$ cat src/design/stpm_pkg.sv
package stpm_pkg;

    localparam int SAMPLE_BITS = 24;
    localparam int TAPS        = 12;
    localparam int PHASES      = 4;
    localparam int COEF_W      = 24;
    localparam int COEF_FRAC   = 22;

    localparam int TAP_W  = $clog2(TAPS);
    localparam int PH_W   = $clog2(PHASES);
    localparam int PROD_W = SAMPLE_BITS + COEF_W;
    localparam int ACC_W  = PROD_W + TAP_W;
    localparam int RND_W  = ACC_W - COEF_FRAC;

    typedef logic signed [SAMPLE_BITS-1:0] sample_t;
    typedef logic        [SAMPLE_BITS-1:0] peak_t;
    typedef logic signed [COEF_W-1:0]      coef_t;

    // Kaiser-windowed sinc, four phases of twelve taps, signed Q.22.
    // Every phase sums to exactly 2^22.
    localparam int COEF_TABLE [PHASES][TAPS] = '{
        '{  -55,   2231, -14804,  57304, -171351,  528832,
          4079094, -385326, 131909, -42203,   9862,  -1189},
        '{ -533,   9338, -51979, 184834, -536886, 1876437,
          3230051, -701016, 243779, -73621,  15263,  -1363},
        '{-1363,  15263, -73621, 243779, -701016, 3230051,
          1876437, -536886, 184834, -51979,   9338,   -533},
        '{-1189,   9862, -42203, 131909, -385326, 4079094,
           528832, -171351,  57304, -14804,   2231,    -55}
    };

    // Magnitude of a sample; the most negative sample maps to 2^(SAMPLE_BITS-1).
    function automatic peak_t abs_sample(sample_t s);
        peak_t raw;
        raw = peak_t'(s);
        if (s[SAMPLE_BITS-1]) begin
            return (~raw) + peak_t'(1);
        end
        return raw;
    endfunction

    function automatic peak_t peak_max(peak_t a, peak_t b);
        return (a > b) ? a : b;
    endfunction

endpackage

$ cat src/design/stereo_true_peak_meter.sv
// Stereo true-peak meter with 4x polyphase oversampling.
//
// Input channel (s_*): one audio frame per transfer. s_tdata carries the left
// and right samples, s_tuser the mono mode and clear flags, s_tlast marks the
// last frame of a host block. Output channel (m_*): one transfer per frame
// carrying the four running peaks after that frame.
//
// A frame is handled by one shared 24x24 multiplier that walks the four
// coefficient phases and twelve taps of each channel, one product per cycle,
// feeding a three-stage product/accumulate/round pipeline. A mono frame
// walks the left channel only. The next frame is taken only after the
// pipeline has drained and the result has been loaded into the output
// register; s_tready is low while a frame is being measured.
//
// The finished result sits in an output register; a stalled receiver does
// not stop the next frame from being accepted, but a frame that finishes
// while the previous result is still untaken waits until it is taken.
// Reset clears both histories, all four peaks and the output valid flag, not its data.
module stereo_true_peak_meter (
    input  logic                                aclk,
    input  logic                                aresetn,
    input  logic                                s_tvalid,
    output logic                                s_tready,
    // [23:0] left_sample, [47:24] right_sample
    input  logic [2*stpm_pkg::SAMPLE_BITS-1:0]  s_tdata,
    // [0] mode, [1] clear_peaks
    input  logic [1:0]                          s_tuser,
    input  logic                                s_tlast,
    output logic                                m_tvalid,
    input  logic                                m_tready,
    // [23:0] sample_peak_left, [47:24] sample_peak_right,
    // [71:48] true_peak_left, [95:72] true_peak_right
    output logic [4*stpm_pkg::SAMPLE_BITS-1:0]  m_tdata
);

    localparam int SB     = stpm_pkg::SAMPLE_BITS;
    localparam int TAPS   = stpm_pkg::TAPS;
    localparam int PHASES = stpm_pkg::PHASES;
    localparam int TAP_W  = stpm_pkg::TAP_W;
    localparam int PH_W   = stpm_pkg::PH_W;
    localparam int PROD_W = stpm_pkg::PROD_W;
    localparam int ACC_W  = stpm_pkg::ACC_W;
    localparam int RND_W  = stpm_pkg::RND_W;
    localparam int FRAC   = stpm_pkg::COEF_FRAC;

    localparam logic [1:0] ST_IDLE  = 2'd0;
    localparam logic [1:0] ST_MAC   = 2'd1;
    localparam logic [1:0] ST_DRAIN = 2'd2;
    localparam logic [1:0] ST_DONE  = 2'd3;

    logic [1:0]        state_reg;
    logic              ch_reg;
    logic [PH_W-1:0]   ph_reg;
    logic [TAP_W-1:0]  tap_reg;
    logic              mono_reg;
    logic              last_reg;

    stpm_pkg::sample_t hist_l_reg [TAPS];
    stpm_pkg::sample_t hist_r_reg [TAPS];
    stpm_pkg::peak_t   spk_l_reg, spk_r_reg, tpk_l_reg, tpk_r_reg;

    logic signed [PROD_W-1:0] prod_reg;
    logic                     v1_reg, first1_reg, end1_reg, ch1_reg;
    logic signed [ACC_W-1:0]  acc_reg;
    logic                     v2_reg, ch2_reg;
    stpm_pkg::peak_t          rnd_reg;
    logic                     v3_reg, ch3_reg;

    logic              out_valid_reg;
    logic [4*SB-1:0]   out_data_reg;

    // Input frame fields.
    stpm_pkg::sample_t in_left, in_right;
    logic              in_mono, in_clear, accept;
    stpm_pkg::peak_t   mag_l, mag_r;
    stpm_pkg::peak_t   base_spk_l, base_spk_r, base_tpk_l, base_tpk_r;

    assign in_left  = s_tdata[SB-1:0];
    assign in_right = s_tdata[2*SB-1:SB];
    assign in_mono  = s_tuser[0];
    assign in_clear = s_tuser[1];
    assign s_tready = (state_reg == ST_IDLE);
    assign accept   = s_tvalid && s_tready;

    assign mag_l      = stpm_pkg::abs_sample(in_left);
    assign mag_r      = stpm_pkg::abs_sample(in_right);
    assign base_spk_l = in_clear ? '0 : spk_l_reg;
    assign base_spk_r = in_clear ? '0 : spk_r_reg;
    assign base_tpk_l = in_clear ? '0 : tpk_l_reg;
    assign base_tpk_r = in_clear ? '0 : tpk_r_reg;

    // Shared multiplier operands.
    stpm_pkg::coef_t          coef_sel;
    stpm_pkg::sample_t        hist_sel;
    logic signed [PROD_W-1:0] prod_next;
    logic                     tap_end, ph_end;

    assign coef_sel  = stpm_pkg::coef_t'(stpm_pkg::COEF_TABLE[ph_reg][tap_reg]);
    assign hist_sel  = ch_reg ? hist_r_reg[tap_reg] : hist_l_reg[tap_reg];
    assign prod_next = PROD_W'(coef_sel) * PROD_W'(hist_sel);
    assign tap_end   = (tap_reg == TAP_W'(TAPS - 1));
    assign ph_end    = (ph_reg == PH_W'(PHASES - 1));

    // Round the magnitude of the accumulator half away from zero in one add:
    // for a negative sum, -acc + half equals ~acc + half + 1.
    logic             acc_neg;
    logic [ACC_W-1:0] acc_opnd, acc_rnd_add, acc_sum;
    logic [RND_W-1:0] rnd_q;
    stpm_pkg::peak_t  rnd_next;

    assign acc_neg     = acc_reg[ACC_W-1];
    assign acc_opnd    = acc_neg ? ~acc_reg : acc_reg;
    assign acc_rnd_add = acc_neg ? (ACC_W'(1) << (FRAC - 1)) + ACC_W'(1)
                                 : (ACC_W'(1) << (FRAC - 1));
    assign acc_sum     = acc_opnd + acc_rnd_add;
    assign rnd_q       = acc_sum[ACC_W-1:FRAC];
    assign rnd_next    = (|rnd_q[RND_W-1:SB]) ? '1 : rnd_q[SB-1:0];

    // End-of-block mirroring for mono frames.
    logic            mirror;
    stpm_pkg::peak_t fin_spk_r, fin_tpk_r;
    logic            out_load;

    assign mirror    = mono_reg && last_reg;
    assign fin_spk_r = mirror ? stpm_pkg::peak_max(spk_r_reg, spk_l_reg) : spk_r_reg;
    assign fin_tpk_r = mirror ? stpm_pkg::peak_max(tpk_r_reg, tpk_l_reg) : tpk_r_reg;
    assign out_load  = (state_reg == ST_DONE) && (!out_valid_reg || m_tready);

    always_ff @(posedge aclk) begin
        if (!aresetn) begin
            state_reg     <= ST_IDLE;
            ch_reg        <= 1'b0;
            ph_reg        <= '0;
            tap_reg       <= '0;
            mono_reg      <= 1'b0;
            last_reg      <= 1'b0;
            v1_reg        <= 1'b0;
            v2_reg        <= 1'b0;
            v3_reg        <= 1'b0;
            out_valid_reg <= 1'b0;
            spk_l_reg     <= '0;
            spk_r_reg     <= '0;
            tpk_l_reg     <= '0;
            tpk_r_reg     <= '0;
            for (int i = 0; i < TAPS; i++) begin
                hist_l_reg[i] <= '0;
                hist_r_reg[i] <= '0;
            end
        end else begin
            // Pipeline stage 1: one product per cycle while sequencing.
            v1_reg     <= (state_reg == ST_MAC);
            first1_reg <= (tap_reg == '0);
            end1_reg   <= tap_end;
            ch1_reg    <= ch_reg;
            prod_reg   <= prod_next;

            // Stage 2: accumulate one phase.
            if (v1_reg) begin
                acc_reg <= first1_reg ? ACC_W'(prod_reg) : acc_reg + ACC_W'(prod_reg);
            end
            v2_reg  <= v1_reg && end1_reg;
            ch2_reg <= ch1_reg;

            // Stage 3: rounded, saturated magnitude.
            v3_reg  <= v2_reg;
            ch3_reg <= ch2_reg;
            rnd_reg <= rnd_next;

            // Stage 4: fold into the true peak of its channel.
            if (v3_reg) begin
                if (ch3_reg) begin
                    tpk_r_reg <= stpm_pkg::peak_max(tpk_r_reg, rnd_reg);
                end else begin
                    tpk_l_reg <= stpm_pkg::peak_max(tpk_l_reg, rnd_reg);
                end
            end

            if (out_load) begin
                out_valid_reg <= 1'b1;
            end else if (m_tready) begin
                out_valid_reg <= 1'b0;
            end

            case (state_reg)
                ST_IDLE: begin
                    if (accept) begin
                        mono_reg  <= in_mono;
                        last_reg  <= s_tlast;
                        ch_reg    <= 1'b0;
                        ph_reg    <= '0;
                        tap_reg   <= '0;
                        state_reg <= ST_MAC;
                        // Clear first, then push the new samples and update
                        // the sample peaks and the plain-sample true peaks.
                        for (int i = 1; i < TAPS; i++) begin
                            hist_l_reg[i] <= in_clear ? '0 : hist_l_reg[i-1];
                        end
                        hist_l_reg[0] <= in_left;
                        spk_l_reg     <= stpm_pkg::peak_max(base_spk_l, mag_l);
                        tpk_l_reg     <= stpm_pkg::peak_max(base_tpk_l, mag_l);
                        if (!in_mono) begin
                            for (int i = 1; i < TAPS; i++) begin
                                hist_r_reg[i] <= in_clear ? '0 : hist_r_reg[i-1];
                            end
                            hist_r_reg[0] <= in_right;
                            spk_r_reg     <= stpm_pkg::peak_max(base_spk_r, mag_r);
                            tpk_r_reg     <= stpm_pkg::peak_max(base_tpk_r, mag_r);
                        end else if (in_clear) begin
                            for (int i = 0; i < TAPS; i++) begin
                                hist_r_reg[i] <= '0;
                            end
                            spk_r_reg <= '0;
                            tpk_r_reg <= '0;
                        end
                    end
                end
                ST_MAC: begin
                    if (tap_end) begin
                        tap_reg <= '0;
                        if (ph_end) begin
                            ph_reg <= '0;
                            if (ch_reg || mono_reg) begin
                                state_reg <= ST_DRAIN;
                            end else begin
                                ch_reg <= 1'b1;
                            end
                        end else begin
                            ph_reg <= ph_reg + PH_W'(1);
                        end
                    end else begin
                        tap_reg <= tap_reg + TAP_W'(1);
                    end
                end
                ST_DRAIN: begin
                    if (!v1_reg && !v2_reg && !v3_reg) begin
                        state_reg <= ST_DONE;
                    end
                end
                ST_DONE: begin
                    if (out_load) begin
                        spk_r_reg    <= fin_spk_r;
                        tpk_r_reg    <= fin_tpk_r;
                        out_data_reg <= {fin_tpk_r, tpk_l_reg, fin_spk_r, spk_l_reg};
                        state_reg    <= ST_IDLE;
                    end
                end
                default: begin
                    state_reg <= ST_IDLE;
                end
            endcase
        end
    end

    assign m_tvalid = out_valid_reg;
    assign m_tdata  = out_data_reg;

endmodule

$ cat config.mk
export PLATFORM = sky130hd
export DESIGN_NAME = stereo_true_peak_meter
export DESIGN_NICKNAME = d
export VERILOG_FILES = /design/src/design/stpm_pkg.sv /design/src/design/stereo_true_peak_meter.sv
export SDC_FILE = /design/constraint.sdc
export NUM_CORES = 2
export LEC_CHECK = 0
export ABC_AREA = 1
export BUFFER_PORTS_ARGS = -buffer_cell sky130_fd_sc_hd__buf_2
export CORE_AREA = 5 5 395 397
export CTS_BUF_LIST = sky130_fd_sc_hd__clkbuf_8 sky130_fd_sc_hd__clkbuf_16
export DETAILED_ROUTE_END_ITERATION = 6
export DIE_AREA = 0 0 400 402
export GPL_TIMING_DRIVEN = 1
export PLACE_DENSITY = 0.66
export SLEW_MARGIN = 25
export SYNTH_ARGS = -nofsm -noshare
export SYNTH_HDL_FRONTEND = slang
export SYNTH_SLANG_ARGS = --single-unit
$ cat constraint.sdc
create_clock -name aclk -period 20.8 [get_ports aclk]
set_input_delay 3.12 -clock aclk [delete_from_list [all_inputs] [get_ports aclk]]
set_output_delay 3.12 -clock aclk [all_outputs]
set_load 0.1 [all_outputs]
==> results.sh <==
export IMPL_ys_seq_area_share_pct=34.9
export IMPL_cts_buffers=100
export IMPL_grt_start_max_net_pins=169
export IMPL_ant_nets=0
export IMPL_rsz0062_at_grt="no"
export IMPL_vias=63085
export IMPL_setup_violations=0
export IMPL_rows=143
export IMPL_timing_setup_tns_ns=0
export IMPL_synth_seq_cells=916
export IMPL_max_clock_freq_ghz=0.0896
export IMPL_multi_input_area_sq_mm=0.0409
export IMPL_slew_viol_final=0
export IMPL_ios=153
export IMPL_syn_inst=9275
export IMPL_grt_pass1_vias=62719
export IMPL_yosys_most_used_dff="edfxtp_1"
export IMPL_ys_warn_count=0
export IMPL_end_kind="register"
export IMPL_die_w_microns=400
export IMPL_maxCapViolations=0
export IMPL_max_slew_worst_pin_slew_ns=1.10
export IMPL_drc=0
export IMPL_dp_hpwl_microns=189000
export IMPL_utilization_pct=53.8
export IMPL_syn_area_per_cell_sq_um=8.14
export IMPL_wl_microns=249000
export IMPL_critical_path_class="register to register"
export IMPL_synth_top_cell_area_share_pct=31.9
export IMPL_grt_pass1_wl_microns=378000
export IMPL_synth_async_sr_flop_share_pct=0
export IMPL_grt_util_all_layers_pct=30.8
export IMPL_cts_max_path_buffers=3
export IMPL_synth_area_sq_mm=0.0755
export IMPL_critPathLaunchType="register"
export IMPL_cts_hold_buf=0
export IMPL_ctsResizeCount=0
export IMPL_yosys_cell_types_count=55
export IMPL_slew_headroom_pct=26.0
export IMPL_outcome="completed"
export IMPL_synth_enable_flop_cells=801
export IMPL_post_route_period_util_pct=53.7
export IMPL_hold_viol=0
export IMPL_cp_arrival_ns=11.62
export IMPL_finClkSkew_ns=0.0465
export IMPL_drive_above_1_share_pct=5.24
export IMPL_fin_crit_ns=11.16
export IMPL_tritoncts="built"
export IMPL_cts_setup_buffers=0
export IMPL_wl_per_cell_microns=21.9
export IMPL_drt_iter0_markers=6153
export IMPL_htree_num_levels=3
export IMPL_hp_start="ch1_reg"
export IMPL_register_area_sq_mm=0.0264
export IMPL_hold_class="register to register"
export IMPL_cp_max_fo=47
export IMPL_holdWs_ns=0.418
export IMPL_core_sq_mm=0.152
export IMPL_synth_area_leader_cell="edfxtp_1"
export IMPL_floorplan_initialDensity_pct=49.8
export IMPL_portBuffers=152
export IMPL_clk_latency_ns=0.74
export IMPL_first_pass_iters=6
export IMPL_die_height_microns=402
export IMPL_gp_congestion=1.01
export IMPL_syn_to_final_growth_pct=7.95
export IMPL_fillers=14498
export IMPL_clkTransAtPathRegs_ns=0.06
export IMPL_post_synth_top_count_cell="inv_1"
export IMPL_cp_data_required_time_ns=21.26
export IMPL_root_buffer="clkbuf_16"
export IMPL_yosys_top_cells_count="inv_1 (1731), nand2_1 (1616), nor2_1 (1376)"
export IMPL_cts_sinks=916
export IMPL_antenna_found_initial=11
export IMPL_vias_per_cell=5.54
export IMPL_synth_area_leaders="edfxtp_1 (32%), fa_1 (16%), inv_1 (8.6%), nand2_1 (8.0%), nor2_1 (6.8%)"
export IMPL_syn_num_nets=10316
export IMPL_final_nets=10297
export IMPL_grt_overflow_total=0
export IMPL_dieArea_sq_mm=0.161
## per-layer routing
| layer | part of all wire (%) | GRT usage [%] |
|---|---|---|
| met5 | 0.0028 | 0 |
| met3 | 6.7 | 4.22 |
| met1 | 41 | 40.3 |
| met2 | 48 | 51.2 |
| met4 | 5.1 | 13.8 |
## cells in the final DEF, fill, tap and decap left out, drive strengths merged, types with 40 or more instances in the layout
| cell | netlist | routed |
|---|---|---|
| ha | 393 | 393 |
| a21oi | 610 | 610 |
| nand3 | 548 | 548 |
| fa | 593 | 593 |
| buf | 119 | 256 |
| dfxtp | 115 | 115 |
| nand4 | 78 | 78 |
| inv | 1738 | 1764 |
| edfxtp | 801 | 801 |
| nand2 | 1616 | 1616 |
| xnor2 | 41 | 41 |
| nand3b | 56 | 56 |
| nor3 | 40 | 40 |
| o21ai | 506 | 506 |
| clkinv | 18 | 63 |
| xor2 | 125 | 125 |
| clkbuf | 258 | 101 |
| nor2 | 1384 | 1384 |
## cells by family after synthesis
kind of cell             after synthesis  synth area share [%]
AND/OR/NAND/NOR                     3783                  20.6
flip-flops                           916                  34.9
XOR/XNOR                             166                  2.09
adder cells (fa/ha/maj)              986                  22.2
AO/OA/AOI/OAI                       1291                  9.25
buffers and inverters               2133                  10.9
## critical path: stages (launching register included)
cell,delay [ns]
dfxtp_4,0.52
inv_4,0.47
buf_4,0.53
buf_4,0.43
a21oi_1,0.06
o21ai_0,0.09
a21oi_1,0.08
o311ai_0,0.63
nand2_1,0.52
inv_1,0.69
nor2_1,0.19
fa_1,0.76
fa_1,0.60
fa_1,1.07
fa_1,0.56
fa_1,0.60
fa_1,0.43
fa_1,0.44
ha_1,0.43
nand2_1,0.14
nor2_1,0.20
inv_1,0.10
nor4_1,0.69
nand4_1,0.31
nand3_1,0.20
xor2_1,0.09
## cell type report
class / count / area share [%]
Tap cell: 2030 / 3.12
Clock buffer: 101 / 3.10
Sequential cell: 916 / 32.4
Multi-Input combinational cell: 6226 / 50.2
Clock inverter: 89 / 1.11
Antenna cell: 7 / 0.0215
Timing Repair Buffer: 256 / 1.94
Inverter: 1756 / 8.11
## path summary, 6_finish.rpt
check	end	depth (start not counted)	slack, ns
worst min-delay path	ch2_reg	0	0.42
worst min register to register	ch2_reg	0	0.42
worst max-delay path	prod_reg[42]	25	9.64
worst max register to register	prod_reg[42]	25	9.64
## per-stage QoR
| step | cells | instance area [sq um] | setup slack [ns] |
|---|---|---|---|
| 2_1_floorplan | 9275 | 75500 | 10.66 |
| 3_3_place_gp | 11184 | 78000 | 9.87 |
| 3_5_place_dp | 11184 | 78000 | 9.89 |
| 4_1_cts | 11374 | 81400 | 9.83 |
| 5_1_grt | 11380 | 81500 | 9.27 |
| 6_report | 11381 | 81500 | 9.64 |
Power is left out: the tool's default activity adds up to more than one toggle a clock period on the data nets, which glitch-free logic cannot reach.
